--- src/hdl/aisd_pkg.sv ---
// Shared types and constants for the packed array store.
// No dependencies; imported by aisd_ctrl and the top level.
package aisd_pkg;

  localparam int DEPTH = 32;
  localparam int AW    = $clog2(DEPTH);
  localparam int CW    = $clog2(DEPTH + 1);
  localparam int DW    = 32;
  localparam int PW    = 6;
  localparam int BW    = 5;
  localparam int LW    = 5;

  typedef enum logic [1:0] {
    OP_INSERT  = 2'd0,
    OP_DELETE  = 2'd1,
    OP_LSEARCH = 2'd2,
    OP_BSEARCH = 2'd3
  } op_t;

  typedef enum logic [1:0] {
    ST_OK   = 2'd0,
    ST_FULL = 2'd1,
    ST_BAD  = 2'd2,
    ST_MISS = 2'd3
  } status_t;

  typedef enum logic [2:0] {
    S_IDLE,
    S_INS,
    S_DEL,
    S_LSR,
    S_BRD,
    S_BCMP,
    S_DONE
  } state_t;

  typedef struct packed {
    status_t               status;
    logic [LW-1:0]         location;
    logic signed [DW-1:0]  removed_value;
    logic [CW-1:0]         count_after;
  } res_t;

endpackage

--- src/hdl/aisd_ram.sv ---
// Generic simple dual-port RAM: one write port, one read port with registered data.
// No dependencies.
module aisd_ram #(
  parameter int WIDTH = 32,
  parameter int DEPTH = 32
) (
  input  logic                     clk,
  input  logic                     wr_en,
  input  logic [$clog2(DEPTH)-1:0] wr_addr,
  input  logic [WIDTH-1:0]         wr_data,
  input  logic                     rd_en,
  input  logic [$clog2(DEPTH)-1:0] rd_addr,
  output logic [WIDTH-1:0]         rd_data
);

  logic [WIDTH-1:0] mem [DEPTH];

  always_ff @(posedge clk) begin
    if (wr_en) begin
      mem[wr_addr] <= wr_data;
    end
    if (rd_en) begin
      rd_data <= mem[rd_addr];
    end
  end

endmodule

--- src/hdl/aisd_ctrl.sv ---
// Sequencer for insert, delete, linear and binary search over the element RAM.
// Depends on aisd_pkg; drives the ports of one aisd_ram instance.
module aisd_ctrl (
  input  logic                        clk,
  input  logic                        rst_n,
  input  logic                        in_valid,
  output logic                        in_ready,
  input  aisd_pkg::op_t               in_operation,
  input  logic [aisd_pkg::PW-1:0]     in_position,
  input  logic [aisd_pkg::DW-1:0]     in_value,
  input  logic [aisd_pkg::BW-1:0]     in_low_bound,
  input  logic [aisd_pkg::BW-1:0]     in_high_bound,
  output logic                        res_valid,
  input  logic                        res_take,
  output aisd_pkg::res_t              res,
  output logic                        ram_wr_en,
  output logic [aisd_pkg::AW-1:0]     ram_wr_addr,
  output logic [aisd_pkg::DW-1:0]     ram_wr_data,
  output logic                        ram_rd_en,
  output logic [aisd_pkg::AW-1:0]     ram_rd_addr,
  input  logic [aisd_pkg::DW-1:0]     ram_rd_data
);
  import aisd_pkg::*;

  state_t              state_r, state_nxt;
  logic [CW-1:0]       cnt_r, cnt_nxt;
  logic [CW-1:0]       idx_r, idx_nxt;
  logic [PW-1:0]       pos_r, pos_nxt;
  logic [DW-1:0]       val_r, val_nxt;
  logic                wpend_r, wpend_nxt;
  logic [AW-1:0]       waddr_r, waddr_nxt;
  logic                cap_r, cap_nxt;
  logic                cmp_r, cmp_nxt;
  logic [AW-1:0]       caddr_r, caddr_nxt;
  logic signed [CW:0]  beg_r, beg_nxt;
  logic signed [CW:0]  end_r, end_nxt;
  logic [AW-1:0]       mid_r, mid_nxt;
  status_t             status_r, status_nxt;
  logic [LW-1:0]       loc_r, loc_nxt;
  logic [DW-1:0]       removed_r, removed_nxt;

  logic                hit;
  logic                key_lt;
  logic                bs_go;
  logic [CW:0]         bs_sum;
  logic [AW-1:0]       bs_mid;
  logic                full;
  logic                ins_bad;
  logic                del_bad;
  logic                bs_bad;

  assign hit     = (ram_rd_data == val_r);
  assign key_lt  = $signed(val_r) < $signed(ram_rd_data);
  assign bs_go   = (beg_r <= end_r);
  assign bs_sum  = beg_r + end_r;
  assign bs_mid  = bs_sum[AW:1];
  assign full    = (cnt_r >= CW'(DEPTH));
  assign ins_bad = (in_position > cnt_r);
  assign del_bad = (in_position >= cnt_r);
  assign bs_bad  = ({1'b0, in_low_bound} >= cnt_r) || ({1'b0, in_high_bound} >= cnt_r);

  // next state
  always_comb begin
    state_nxt = state_r;
    unique case (state_r)
      S_IDLE: begin
        if (in_valid) begin
          unique case (in_operation)
            OP_INSERT:  state_nxt = (full || ins_bad) ? S_DONE : S_INS;
            OP_DELETE:  state_nxt = del_bad ? S_DONE : S_DEL;
            OP_LSEARCH: state_nxt = S_LSR;
            OP_BSEARCH: state_nxt = bs_bad ? S_DONE : S_BRD;
            default:    state_nxt = S_DONE;
          endcase
        end
      end
      S_INS:  if ((idx_r == CW'(pos_r)) && !wpend_r) state_nxt = S_DONE;
      S_DEL:  if ((idx_r == cnt_r) && !wpend_r && !cap_r) state_nxt = S_DONE;
      S_LSR:  if ((cmp_r && hit) || ((idx_r == cnt_r) && !cmp_r)) state_nxt = S_DONE;
      S_BRD:  state_nxt = bs_go ? S_BCMP : S_DONE;
      S_BCMP: if (hit) state_nxt = S_DONE; else state_nxt = S_BRD;
      S_DONE: if (res_take) state_nxt = S_IDLE;
      default: state_nxt = S_IDLE;
    endcase
  end

  // datapath registers
  always_comb begin
    cnt_nxt     = cnt_r;
    idx_nxt     = idx_r;
    pos_nxt     = pos_r;
    val_nxt     = val_r;
    wpend_nxt   = 1'b0;
    waddr_nxt   = waddr_r;
    cap_nxt     = 1'b0;
    cmp_nxt     = 1'b0;
    caddr_nxt   = caddr_r;
    beg_nxt     = beg_r;
    end_nxt     = end_r;
    mid_nxt     = mid_r;
    status_nxt  = status_r;
    loc_nxt     = loc_r;
    removed_nxt = removed_r;
    case (state_r)
      S_IDLE: begin
        if (in_valid) begin
          pos_nxt     = in_position;
          val_nxt     = in_value;
          loc_nxt     = '0;
          removed_nxt = '0;
          beg_nxt     = $signed({2'b00, in_low_bound});
          end_nxt     = $signed({2'b00, in_high_bound});
          case (in_operation)
            OP_INSERT: begin
              idx_nxt    = cnt_r;
              status_nxt = full ? ST_FULL : (ins_bad ? ST_BAD : ST_OK);
            end
            OP_DELETE: begin
              idx_nxt    = in_position;
              status_nxt = del_bad ? ST_BAD : ST_OK;
            end
            OP_LSEARCH: begin
              idx_nxt    = '0;
              status_nxt = ST_MISS;
            end
            default: begin
              status_nxt = bs_bad ? ST_BAD : ST_MISS;
            end
          endcase
        end
      end
      S_INS: begin
        // move word idx-1 up to idx; the write lands in the cycle after the read
        if (idx_r > CW'(pos_r)) begin
          idx_nxt   = idx_r - 1'b1;
          wpend_nxt = 1'b1;
          waddr_nxt = idx_r[AW-1:0];
        end else if (!wpend_r) begin
          cnt_nxt = cnt_r + 1'b1;
        end
      end
      S_DEL: begin
        if (cap_r) begin
          removed_nxt = ram_rd_data;
        end
        if (idx_r < cnt_r) begin
          idx_nxt   = idx_r + 1'b1;
          wpend_nxt = (idx_r != CW'(pos_r));
          cap_nxt   = (idx_r == CW'(pos_r));
          waddr_nxt = idx_r[AW-1:0] - 1'b1;
        end else if (!wpend_r && !cap_r) begin
          cnt_nxt = cnt_r - 1'b1;
        end
      end
      S_LSR: begin
        if (cmp_r && hit) begin
          loc_nxt    = caddr_r;
          status_nxt = ST_OK;
        end else if (idx_r < cnt_r) begin
          idx_nxt   = idx_r + 1'b1;
          cmp_nxt   = 1'b1;
          caddr_nxt = idx_r[AW-1:0];
        end
      end
      S_BRD: begin
        if (bs_go) begin
          mid_nxt = bs_mid;
        end
      end
      S_BCMP: begin
        if (hit) begin
          loc_nxt    = mid_r;
          status_nxt = ST_OK;
        end else if (key_lt) begin
          end_nxt = $signed({2'b00, mid_r}) - 2'sd1;
        end else begin
          beg_nxt = $signed({2'b00, mid_r}) + 2'sd1;
        end
      end
      default: begin
      end
    endcase
  end

  // outputs and RAM ports
  always_comb begin
    in_ready    = (state_r == S_IDLE);
    res_valid   = (state_r == S_DONE);
    ram_wr_en   = 1'b0;
    ram_wr_addr = waddr_r;
    ram_wr_data = ram_rd_data;
    ram_rd_en   = 1'b0;
    ram_rd_addr = idx_r[AW-1:0];
    unique case (state_r)
      S_INS: begin
        ram_rd_en   = (idx_r > CW'(pos_r));
        ram_rd_addr = idx_r[AW-1:0] - 1'b1;
        if (wpend_r) begin
          ram_wr_en = 1'b1;
        end else if (idx_r == CW'(pos_r)) begin
          ram_wr_en   = 1'b1;
          ram_wr_addr = pos_r[AW-1:0];
          ram_wr_data = val_r;
        end
      end
      S_DEL: begin
        ram_rd_en = (idx_r < cnt_r);
        ram_wr_en = wpend_r;
      end
      S_LSR: begin
        ram_rd_en = (idx_r < cnt_r) && !(cmp_r && hit);
      end
      S_BRD: begin
        ram_rd_en   = bs_go;
        ram_rd_addr = bs_mid;
      end
      default: begin
      end
    endcase
  end

  assign res.status        = status_r;
  assign res.location      = loc_r;
  assign res.removed_value = $signed(removed_r);
  assign res.count_after   = cnt_r;

  always_ff @(posedge clk) begin
    if (!rst_n) begin
      state_r <= S_IDLE;
      cnt_r   <= '0;
      wpend_r <= 1'b0;
      cap_r   <= 1'b0;
      cmp_r   <= 1'b0;
    end else begin
      state_r <= state_nxt;
      cnt_r   <= cnt_nxt;
      wpend_r <= wpend_nxt;
      cap_r   <= cap_nxt;
      cmp_r   <= cmp_nxt;
    end
  end

  always_ff @(posedge clk) begin
    idx_r     <= idx_nxt;
    pos_r     <= pos_nxt;
    val_r     <= val_nxt;
    waddr_r   <= waddr_nxt;
    caddr_r   <= caddr_nxt;
    beg_r     <= beg_nxt;
    end_r     <= end_nxt;
    mid_r     <= mid_nxt;
    status_r  <= status_nxt;
    loc_r     <= loc_nxt;
    removed_r <= removed_nxt;
  end

endmodule

--- src/hdl/array_store_insert_delete_search.sv ---
// Top level of the packed array store: element RAM, sequencer and result register.
// Depends on aisd_pkg, aisd_ram and aisd_ctrl.
//
//  channel  handshake             payload
//  in       in_valid / in_ready   operation, position, value, low_bound, high_bound
//  out      out_valid / out_ready status, location, removed_value, count_after
//
// One request at a time; the element RAM has one read and one write port.
// Insert and delete move one RAM word per cycle between the position and the end of
// the stored words; an insert that appends moves none. Linear search reads words in
// order until a hit or the end of the count; binary search halves the bound range
// with a read state and a compare state for each halving. Rejected requests go
// straight to the result. Reset clears the count; RAM contents stay.
// A finished result sits in the output register, so one further request is taken
// while out_ready is low; its result then waits until the register drains.
module array_store_insert_delete_search (
  input  logic                           clk,
  input  logic                           rst_n,
  input  logic                           in_valid,
  output logic                           in_ready,
  input  logic [1:0]                     in_operation,
  input  logic [aisd_pkg::PW-1:0]        in_position,
  input  logic signed [aisd_pkg::DW-1:0] in_value,
  input  logic [aisd_pkg::BW-1:0]        in_low_bound,
  input  logic [aisd_pkg::BW-1:0]        in_high_bound,
  output logic                           out_valid,
  input  logic                           out_ready,
  output logic [1:0]                     out_status,
  output logic [aisd_pkg::LW-1:0]        out_location,
  output logic signed [aisd_pkg::DW-1:0] out_removed_value,
  output logic [aisd_pkg::CW-1:0]        out_count_after
);
  import aisd_pkg::*;

  logic          ram_wr_en;
  logic [AW-1:0] ram_wr_addr;
  logic [DW-1:0] ram_wr_data;
  logic          ram_rd_en;
  logic [AW-1:0] ram_rd_addr;
  logic [DW-1:0] ram_rd_data;
  logic          res_valid;
  logic          res_take;
  res_t          res;
  logic          out_valid_r, out_valid_nxt;
  res_t          out_res_r;

  aisd_ram #(
    .WIDTH (DW),
    .DEPTH (DEPTH)
  ) u_ram (
    .clk     (clk),
    .wr_en   (ram_wr_en),
    .wr_addr (ram_wr_addr),
    .wr_data (ram_wr_data),
    .rd_en   (ram_rd_en),
    .rd_addr (ram_rd_addr),
    .rd_data (ram_rd_data)
  );

  aisd_ctrl u_ctrl (
    .clk           (clk),
    .rst_n         (rst_n),
    .in_valid      (in_valid),
    .in_ready      (in_ready),
    .in_operation  (op_t'(in_operation)),
    .in_position   (in_position),
    .in_value      (in_value),
    .in_low_bound  (in_low_bound),
    .in_high_bound (in_high_bound),
    .res_valid     (res_valid),
    .res_take      (res_take),
    .res           (res),
    .ram_wr_en     (ram_wr_en),
    .ram_wr_addr   (ram_wr_addr),
    .ram_wr_data   (ram_wr_data),
    .ram_rd_en     (ram_rd_en),
    .ram_rd_addr   (ram_rd_addr),
    .ram_rd_data   (ram_rd_data)
  );

  // load the result register when it is empty or being drained
  assign res_take = res_valid && (!out_valid_r || out_ready);

  always_comb begin
    out_valid_nxt = out_valid_r;
    if (res_take) begin
      out_valid_nxt = 1'b1;
    end else if (out_ready) begin
      out_valid_nxt = 1'b0;
    end
  end

  always_ff @(posedge clk) begin
    if (!rst_n) begin
      out_valid_r <= 1'b0;
    end else begin
      out_valid_r <= out_valid_nxt;
    end
  end

  always_ff @(posedge clk) begin
    if (res_take) begin
      out_res_r <= res;
    end
  end

  assign out_valid         = out_valid_r;
  assign out_status        = out_res_r.status;
  assign out_location      = out_res_r.location;
  assign out_removed_value = out_res_r.removed_value;
  assign out_count_after   = out_res_r.count_after;

  a_count_range: assert property (@(posedge clk) disable iff (!rst_n)
    out_valid |-> (out_count_after <= CW'(DEPTH)))
    else $error("count_after exceeds store depth");

  a_one_request: assert property (@(posedge clk) disable iff (!rst_n)
    (in_valid && in_ready) |=> !in_ready)
    else $error("second request taken while one is in progress");

  a_removed_ok: assert property (@(posedge clk) disable iff (!rst_n)
    (out_valid && (out_status != ST_OK)) |-> (out_removed_value == '0))
    else $error("removed value set on a failed request");

  a_location_ok: assert property (@(posedge clk) disable iff (!rst_n)
    (out_valid && (out_location != '0)) |-> (out_status == ST_OK))
    else $error("location set without a hit");

endmodule
--- config.mk ---
export PLATFORM = sky130hd
export DESIGN_NAME = array_store_insert_delete_search
export DESIGN_NICKNAME = d
export VERILOG_FILES = /design/src/hdl/aisd_pkg.sv /design/src/hdl/aisd_ram.sv /design/src/hdl/aisd_ctrl.sv /design/src/hdl/array_store_insert_delete_search.sv
export SDC_FILE = /design/constraint.sdc
export NUM_CORES = 1
export LEC_CHECK = 0
export BUFFER_PORTS_ARGS = -buffer_cell sky130_fd_sc_hd__buf_2
export CAP_MARGIN = 5
export CELL_PAD_IN_SITES_DETAIL_PLACEMENT = 0
export CELL_PAD_IN_SITES_GLOBAL_PLACEMENT = 1
export CORE_MARGIN = 3
export CORE_UTILIZATION = 48
export DETAILED_ROUTE_END_ITERATION = 7
export GPL_TIMING_DRIVEN = 0
export PLACE_DENSITY = 0.77
export SETUP_SLACK_MARGIN = 0.15
export SYNTH_ARGS = -nofsm -noshare
export SYNTH_HDL_FRONTEND = slang
export SYNTH_SLANG_ARGS = --single-unit
--- constraint.sdc ---
create_clock -name clk -period 4.1 [get_ports clk]
set_clock_uncertainty 0.05 [all_clocks]
set_input_delay 0.41 -clock clk [delete_from_list [all_inputs] [get_ports clk]]
set_output_delay 0.41 -clock clk [all_outputs]
set_load 0.02 [all_outputs]
# Word level (Yosys, flattened, before mapping)

Memories as Yosys holds them, arrays and structs flattened. A register that Yosys moved wholly into a read port is not among the register bits.
Cells that the tools add are included.

Register bits after elaboration: 170
Bits in writable memories: 1024
Input bits: 54
Memories: 1

Memories:

| memory    | words | bits a word | rd ports | clocked after memory_dff | write ports | line           | text |
|---|---|---|---|---|---|---|---|
| u_ram.mem | 32    | 32          | 1        | 1                        | 1           | aisd_ram.sv:16 | `logic [WIDTH-1:0] mem [DEPTH];` |

Add/sub/neg operators: 8
$lt $le $gt $ge: 9
Equality and inequality tests: 32
Multiplexer cells: 69
Bitwise gates (word level): 3
Reductions and logical operators: 38

Operators with widths:

| operator            | count |
|---|---|
| $mux 32             | 5 |
| $pmux 32 s2         | 1 |
| $mux 6              | 8 |
| $mux 7              | 6 |
| $mux 5              | 8 |
| $eq 32x32->1        | 1 |
| $lt 32x32->1        | 1 |
| $pmux 7 s2          | 2 |
| $pmux 6 s4          | 1 |
| $ne 2x1->1 const B  | 11 |
| $mux 3              | 7 |
| $pmux 3 s7          | 1 |
| $pmux 5 s2          | 2 |
| $mux 2              | 9 |
| $pmux 6 s3          | 1 |
| $pmux 5 s3          | 1 |
| $reduce_and 5->1    | 3 |
| $ne 2x2->1 const B  | 7 |
| $add 6x1->6 const B | 2 |
| $eq 6x6->1          | 2 |
| $ge 5x6->1          | 2 |
| $gt 6x6->1          | 2 |
| $pmux 2 s3          | 2 |
| $pmux 3 s4          | 1 |
| other kinds (33)    | 73 |

# Depth between registers and ports, before layout

Gate-level depths: netlist (run 1).

Depth in word-level cells: 6
Mapped depth: 13
Depth with buffers taken out: 11

# Cells and area by module

From an unflattened synthesis (run 1), not the netlist that was laid out.

Cells, all modules: 3060
Area total of the unflattened synthesis: 49817.8 um^2

Modules (own cells, without submodules):

| module                           | times used | cells each | area each (um^2) | sequential area each (um^2) |
|---|---|---|---|---|
| aisd_ram                         | 1          | 2260       | 40812.9          | 31710.4 |
| aisd_ctrl                        | 1          | 751        | 7606.0           | 3543.4 |
| array_store_insert_delete_search | 1          | 49         | 1398.8           | 1371.3 |

# Worst setup path before layout (run 1)

OpenSTA, ideal clock, no wires.

Kind: reg2reg
Start: register u_ctrl.state_r[1]
End: register out_res_r (netlist bit out_count_after[0]) (enable)
Setup time: 0.503 ns
Arrival time: 4.031 ns
Required time: 3.547 ns
Path slack: -0.485 ns
Stages on the path, launching flop included: 5
Buffers on the path: 2
Period minus slack after synthesis: 4.585 ns
Cells stage by stage: dfxtp_1 -> buf_2 -> clkbuf_1 -> nand2_1 -> nor3_1

Longest elaborated chain between the ends: 2

Ends and longest elaborated chain:

| what                   | line                                    | text |
|---|---|---|
| start, declared        | aisd_ctrl.sv:25                         | `state_t state_r, state_nxt;` |
| start signal, assigned | aisd_ctrl.sv:235                        | `state_r <= state_nxt;` |
| $eq 3x3->1             | aisd_ctrl.sv:188                        | `res_valid = (state_r == S_DONE);` |
| $logic_and 1x1->1      | array_store_insert_delete_search.sv:82  | `assign res_take = res_valid && (!out_valid_r \|\| out_ready);` |
| end signal, assigned   | array_store_insert_delete_search.sv:103 | `out_res_r <= res;` |
| end, declared          | array_store_insert_delete_search.sv:45  | `res_t out_res_r;` |

Every way passes these cells.
A chain may end at the register's enable or synchronous reset.

# Worst setup path after layout (run 1)

Start: register u_ctrl.beg_r[0]
End: register u_ram.rd_data[2] (read register of u_ram.mem), data pin

Longest elaborated chain between the ends: 2
Elaborated cells between the ends (all ways): 4

Ends and longest elaborated chain:

| what                                      | line                             | text |
|---|---|---|
| start, declared                           | aisd_ctrl.sv:35                  | `logic signed [CW:0] beg_r, beg_nxt;` |
| start signal, assigned                    | aisd_ctrl.sv:249                 | `beg_r <= beg_nxt;` |
| $le 7x7->1 or $add 6x6->6 (tied branches) | aisd_ctrl.sv:54, aisd_ctrl.sv:55 |  |
| $pmux 1 s4 or $pmux 5 s2 (tied branches)  | aisd_ctrl.sv:194                 | `unique case (state_r)` |
| end, declared                             | aisd_ram.sv:13                   | `output logic [WIDTH-1:0] rd_data` |

Several ways; a longest one is shown, not always the timed one.

==> results of run 1 <==
==> flip-flops by register name, indices dropped and copies added (netlist names), 2 cells and up <==
signal             count
out_count_after        6
u_ram.mem           1024
u_ctrl.waddr_r         5
out_removed_value     32
u_ctrl.state_r         3
u_ctrl.loc_r           5
u_ctrl.removed_r      32
u_ctrl.idx_r           6
u_ctrl.caddr_r         5
u_ctrl.val_r          32
u_ctrl.end_r           6
u_ctrl.status_r        2
u_ctrl.pos_r           6
out_status             2
u_ctrl.cnt_r           6
out_location           5
u_ctrl.mid_r           5
u_ram.rd_data         32
u_ctrl.beg_r           6
==> synth_stat cells, types with 6 or more instances <==
master | instances | share of area [%]
nor2_1 | 95 | 0.69
edfxtp_1 | 1211 | 70
a22o_1 | 126 | 2.1
or2_2 | 6 | 0.072
buf_4 | 25 | 0.36
o21ai_0 | 191 | 1.8
buf_1 | 16 | 0.12
a21oi_1 | 38 | 0.37
clkbuf_1 | 175 | 1.3
o21a_1 | 6 | 0.087
nor4_2 | 31 | 0.75
a22oi_1 | 8 | 0.12
inv_1 | 79 | 0.57
nor3_1 | 16 | 0.15
a21o_1 | 24 | 0.35
nor2b_1 | 13 | 0.16
and3_1 | 135 | 1.6
xor2_1 | 7 | 0.12
a211oi_1 | 134 | 1.9
or3_1 | 7 | 0.085
mux2i_1 | 9 | 0.17
nand4_1 | 266 | 3.2
nand3_1 | 273 | 2.6
a211o_1 | 7 | 0.12
xnor2_1 | 17 | 0.29
nand2b_1 | 10 | 0.12
nand2_1 | 319 | 2.3
o22ai_1 | 126 | 1.5
buf_2 | 95 | 0.92
a31oi_1 | 130 | 1.6
o21bai_1 | 6 | 0.087
ha_1 | 87 | 2.1
dfxtp_1 | 13 | 0.50
==> per-stage QoR <==
step | utilization [%] | cell area [um2] | worst slack [ps] | hold WS, ps | std cells
2_1_floorplan | - | 51830 | -14.70 | 350.3 | 3783
3_3_place_gp | 50.93 | 54070 | -3671 | 351.7 | 5274
3_5_place_dp | 52.83 | 56090 | -1166 | 354.5 | 5341
4_1_cts | 57.53 | 61080 | 67.97 | 1.823 | 5622
5_1_grt | 57.94 | 61510 | 96.30 | 55.92 | 5632
6_report | 57.94 | 61510 | 171.0 | 42.88 | 5632
==> critical path, cell delays in order, from the launching register on <==
cell,delay [ps]
edfxtp_1,430
ha_1,240
fa_1,480
xor2_4,280
o22ai_4,170
buf_4,260
nor2_4,250
buf_8,240
buf_4,290
nand4_1,250
nand3_1,160
o22ai_1,200
nor4_4,410
==> worst min-delay path by stage <==
stage	start	to	slack, ps
after floorplan	u_ctrl.loc_r[0]	out_location[0]	350
after global placement	u_ctrl.removed_r[15]	out_removed_value[15]	350
after detailed placement	u_ctrl.removed_r[15]	out_removed_value[15]	350
after CTS	out_ready	u_ctrl.state_r[2]	2
after global routing	out_ready	u_ctrl.state_r[2]	60
final	out_ready	u_ctrl.state_r[2]	40
==> power by group <==
part	internal (W)	switching, W	total [W]
Combinational	0.00837	0.0194	0.0277
Sequential	0.0164	0.000412	0.0169
Clock	0.00629	0.00479	0.0111
Total	0.0311	0.0246	0.0557
==> layer usage <==
metal | wire length, um | GRT usage [%] | vias to the layer above
met5 | 0 | 0 | -
met4 | 9544 | 14.63 | 0
met3 | 17390 | 5.629 | 328
met2 | 74810 | 45.06 | 2097
met1 | 65050 | 40.34 | 17940
li1 | - | - | 15690
==> cells by family (layout without fill, tap and decap cells) <==
| family | Yosys count | in the layout | share of synthesized area (%) |
|---|---|---|---|
| flip-flops | 1224 | 1224 | 70.70 |
| AND/OR/NAND/NOR | 1206 | 1206 | 12.39 |
| AO/OA/AOI/OAI | 829 | 829 | 10.72 |
| buffers and inverters | 398 | 856 | 3.331 |
| adder cells (fa/ha/maj) | 90 | 90 | 2.217 |
| XOR/XNOR | 24 | 24 | 0.4058 |
| multiplexers | 12 | 12 | 0.2391 |
==> repair_timing <==
action / CTS / global route
pin swaps: 9 / 12
hold buffers: 48 / 0
setup buffers: 11 / 10
cloned: 0 / 0
endpoints found under the setup margin: 1442 / 873
resized for setup: 109 / 104
endpoints found under the hold margin: 50 / 0
==> area by class of cell <==
cell class	instances	area, um2
buffer	316	1620
tap	1391	1740
sequential	1224	36630
timing repair buffer	236	2648
fill	8221	44660
multi-input combinational	2161	14640
clock buffer	145	3117
clock inverter	77	812.0
inverter	82	307.8
==> metrics.csv, run 1 <==
metric,value,unit
slew_headroom,27.09,%
clockBufferDepth,3,
layout-area-overhead-vs-synth,18.73,%
required,4580,ps
grt_max_degree,33,
hold_class,in -> reg,
period_minus_slack,3929,ps
detail_route.first_pass.iterations,5,
clkTransAtPathRegs,60,ps
final_cell_mix,"edfxtp_1 (1211), nand2_1 (319), nand3_1 (271), nand4_1 (266), buf_2 (174)",
drt_drc_violations_left,0,
crit_arrival,4410,ps
viasPerCell,6.402,
setup_viol,0,
place.gp.congestion,0.9267,
gr-total-overflow,0,
grt_pass1_vias,34640,
cts_tree,built,
row_count,119,
final_nets,4285,
start_util,48.80,%
startpoint_type,flop,
critPathLaunch,u_ctrl.beg_r[0],
antenna_left,0,
rrSetupSlack,170,ps
h-tree-depth,3,
grt_pass1_wl,239000,um
synth_ff_type,edfxtp_1,
ys_seq_elements,1224,
die_w,334.5,um
die-area,0.1119,mm2
powerDensity,905.4,mW/mm2
drt_iter0_drc,4790,
worstRegToRegCells,12,
boundaryPins,101,
port_buffers,100,
final_common_cell,edfxtp_1,
yosys_warnings,0,
syn_area,0.05180,mm2
wirelength,166800,um
worst_r2r_endpoint,u_ram.rd_data[2],
worst_slew_pin_slew,1089,ps
reg2reg_from,u_ctrl.beg_r[0],
clk_latency,740,ps
diodes,0,
grt_usage,29.35,%
ys_types,74,
rsz0062_at_grt,true,
dr_total_vias,36060,
synth_edf_count,1211,
hold_path_depth,4,
power_leakage,21.13,nW
drv_slew,0,
clock_sinks,1224,
antenna_found_initial,0,
run_status,"finished, final reports clean",
period_share,95.83,%
crit_type,reg -> reg,
crit_fanout,10,
yosysSeqAreaShare,70.70,%
hold_viol_final,0,
tns,0,ps
async_flop_share,0,%
die_h,334.5,um
syn_inst,3783,
cts_made_buffers,120,
routedWlPerCell,29.61,um
drive_above_1_share,16.93,%
hpwl,116400,um
core_area,0.1062,mm2
peakVddDrop,0.4969,mV
cp-end-kind,flop,
cap_viol_max_count,0,
p_total,0.05569,W
root_buffer,clkbuf_16,
syn_nets,3927,
worstSetupEndpoint,u_ram.rd_data[2],
clock.fmax,0.2545,GHz
avgSynthCellArea,13.69,um2
(Power assumes the default switching activity.)
==> run 2, diff against run 1 <==
MAX_ROUTING_LAYER = met4   (was default)
==> metrics.csv, run 2 (synthesized netlist as in run 1, its figures left out) <==
metric,value,unit,change
pre_cts_slack,-1147,ps,+19.04 ps
power_leakage,21.27,nW,+0.66%
slew_headroom,28.65,%,+1.6 points
regArea,0.03663,mm2,unchanged
antenna_found_initial,4,,+4
hold_class,in -> reg,,
die-area,0.1119,mm2,unchanged
fillCellCount,8211,,-0.12%
cap_viol_max_count,0,,unchanged
setup_slack,157.8,ps,-13.26 ps
clkTransAtPathRegs,60,ps,about the same
crit_fanout,10,,unchanged
clk_latency,750,ps,about the same
required,4510,ps,-70 ps
dr_total_vias,36280,,+0.63%
antenna_left,0,,unchanged
cp_cell_sequence,inv_1 -> ha_1 -> nor3b_2 -> mux2_2 -> a21oi_1 -> or3_1 -> buf_2 -> nand3_2 -> clkbuf_4 -> o22ai_2 -> nor4_4,,
max_stage_delay,610,ps,+130 ps
die_w,334.5,um,unchanged
largest_register_ffs,1024,,unchanged
power_frac_seq,29.9,%,-0.4 points
peakVddDrop,0.5058,mV,+1.8%
clockBufferDepth,3,,unchanged
drt_iter0_drc,4797,,+0.15%
worst_path_max_delay_cell,edfxtp_1,,
detail_route.first_pass.iterations,5,,unchanged
drive_above_1_share,17.39,%,+0.46 points
grt_pass1_vias,34950,,+0.89%
core_area,0.1062,mm2,unchanged
grt_usage,30.57,%,+1.2 points
period_minus_slack,3942,ps,+13.26 ps
netSwitchingFraction,44.03,%,-0.11 points
startpoint_type,flop,,
drv_slew,0,,unchanged
fin_util,58.15,%,+0.21 points
port_buffers,100,,unchanged
clkPwrFrac,20.6,%,+0.7 points
multiInputGateArea,0.01462,mm2,-0.13%
rsz0062_at_grt,true,,
p_switching,0.02487,W,+1.2%
cts_tree,built,,
grt_max_degree,33,,unchanged
powerDensity,915.1,mW/mm2,+1.1%
boundaryPins,101,,unchanged
p_int,0.03162,W,+1.6%
hpwl,116800,um,+0.28%
setup_viol,0,,unchanged
crit_arrival,4360,ps,-50 ps
clock.fmax,0.2537,GHz,-0.34%
final_nets,4296,,+0.26%
hold_viol_final,0,,unchanged
routedWlPerCell,29.76,um,+0.48%
final_common_cell,edfxtp_1,,
crit_type,reg -> reg,,
period_share,96.15,%,+0.32 points
place.gp.congestion,0.9648,,+4.1%
die_h,334.5,um,unchanged
grt_pass1_wl,240500,um,+0.66%
row_count,119,,unchanged
run_status,"finished, final reports clean",,
cp-end-kind,flop,,
gr-total-overflow,0,,unchanged
worst_slew_pin_slew,1067,ps,-22.49 ps
p_total,0.05649,W,+1.4%
wirelength,167900,um,+0.68%
start_util,48.80,%,unchanged
combPwrFrac,49.5,%,-0.3 points
layout-area-overhead-vs-synth,19.17,%,
root_buffer,clkbuf_16,,
clock_sinks,1224,,unchanged
viasPerCell,6.429,,+0.43%
h-tree-depth,4,,+1
top_register,u_ram.mem,,
final_cell_mix,"edfxtp_1 (1211), nand2_1 (318), nand3_1 (271), nand4_1 (266), buf_2 (172)",,
cts_made_buffers,132,,+10%
drt_drc_violations_left,0,,unchanged
-- run 2: critical path: cells and delay by family, from the launching register on --
| family | cells | cell delay, ps |
|---|---|---|
| compound gates | 2 | 840 |
| buf+inv | 3 | 800 |
| flops | 1 | 610 |
| simple gates | 4 | 800 |
| mux | 1 | 280 |
| fa+ha+maj | 1 | 270 |
-- run 2: path summary, 6_finish.rpt --
check | cells past startpoint | end | slack (ps) | start
worst max-delay path | 11 | u_ram.rd_data[10] | 160 | u_ctrl.idx_r[1]
worst min-delay path | 3 | u_ctrl.end_r[0] | 40 | in_high_bound[0]
worst max register to register | 11 | u_ram.rd_data[10] | 160 | u_ctrl.idx_r[1]
worst min register to register | 0 | out_removed_value[15] | 370 | u_ctrl.removed_r[15]
-- run 2: repair_timing --
item | CTS | global route
hold endpoints to repair | 49 | 0
setup endpoints to repair | 1543 | 1011
setup buffers | 11 | 6
pin swaps | 11 | 11
hold buffers | 48 | 0
gates cloned | 0 | 0
resized for setup | 124 | 113
-- run 2: power groups by stage --
stage	Combinational [W]	Sequential, W	Clock, W
6_report	0.0280	0.0169	0.0116
5_1_grt	0.0293	0.0169	0.0122
4_1_cts	0.0268	0.0169	0.0117
3_5_place_dp	0.0256	0.0171	0
3_3_place_gp	0.0241	0.0176	0
2_1_floorplan	0.0143	0.0171	0
-- run 2: per-stage QoR --
stage | instances | setup TNS [ps] | hold WS (ps) | cell area [um2]
6_report | 5643 | 0 | 39.72 | 61730
5_1_grt | 5643 | 0 | 36.82 | 61730
4_1_cts | 5635 | 0 | 10.25 | 61410
3_5_place_dp | 5344 | -130280 | 354.5 | 56120
3_3_place_gp | 5274 | -4306450 | 351.0 | 54070
2_1_floorplan | 3783 | -5148 | 350.3 | 51830
-- run 2: area by class of cell --
class	count	area share [%]
antenna	2	0.008107
buffer	316	2.663
clock buffer	165	5.774
clock inverter	67	1.011
inverter	82	0.4986
multi-input combinational	2161	23.68
sequential	1224	59.33
tap	1391	2.819
timing repair buffer	235	4.220
-- run 2: routing by layer --
layer  global-route usage [%]  part of all wire, %
met5                        -                    0
met4                    15.52                  5.7
met3                    6.409                   11
met2                    45.01                   45
met1                    40.42                   39
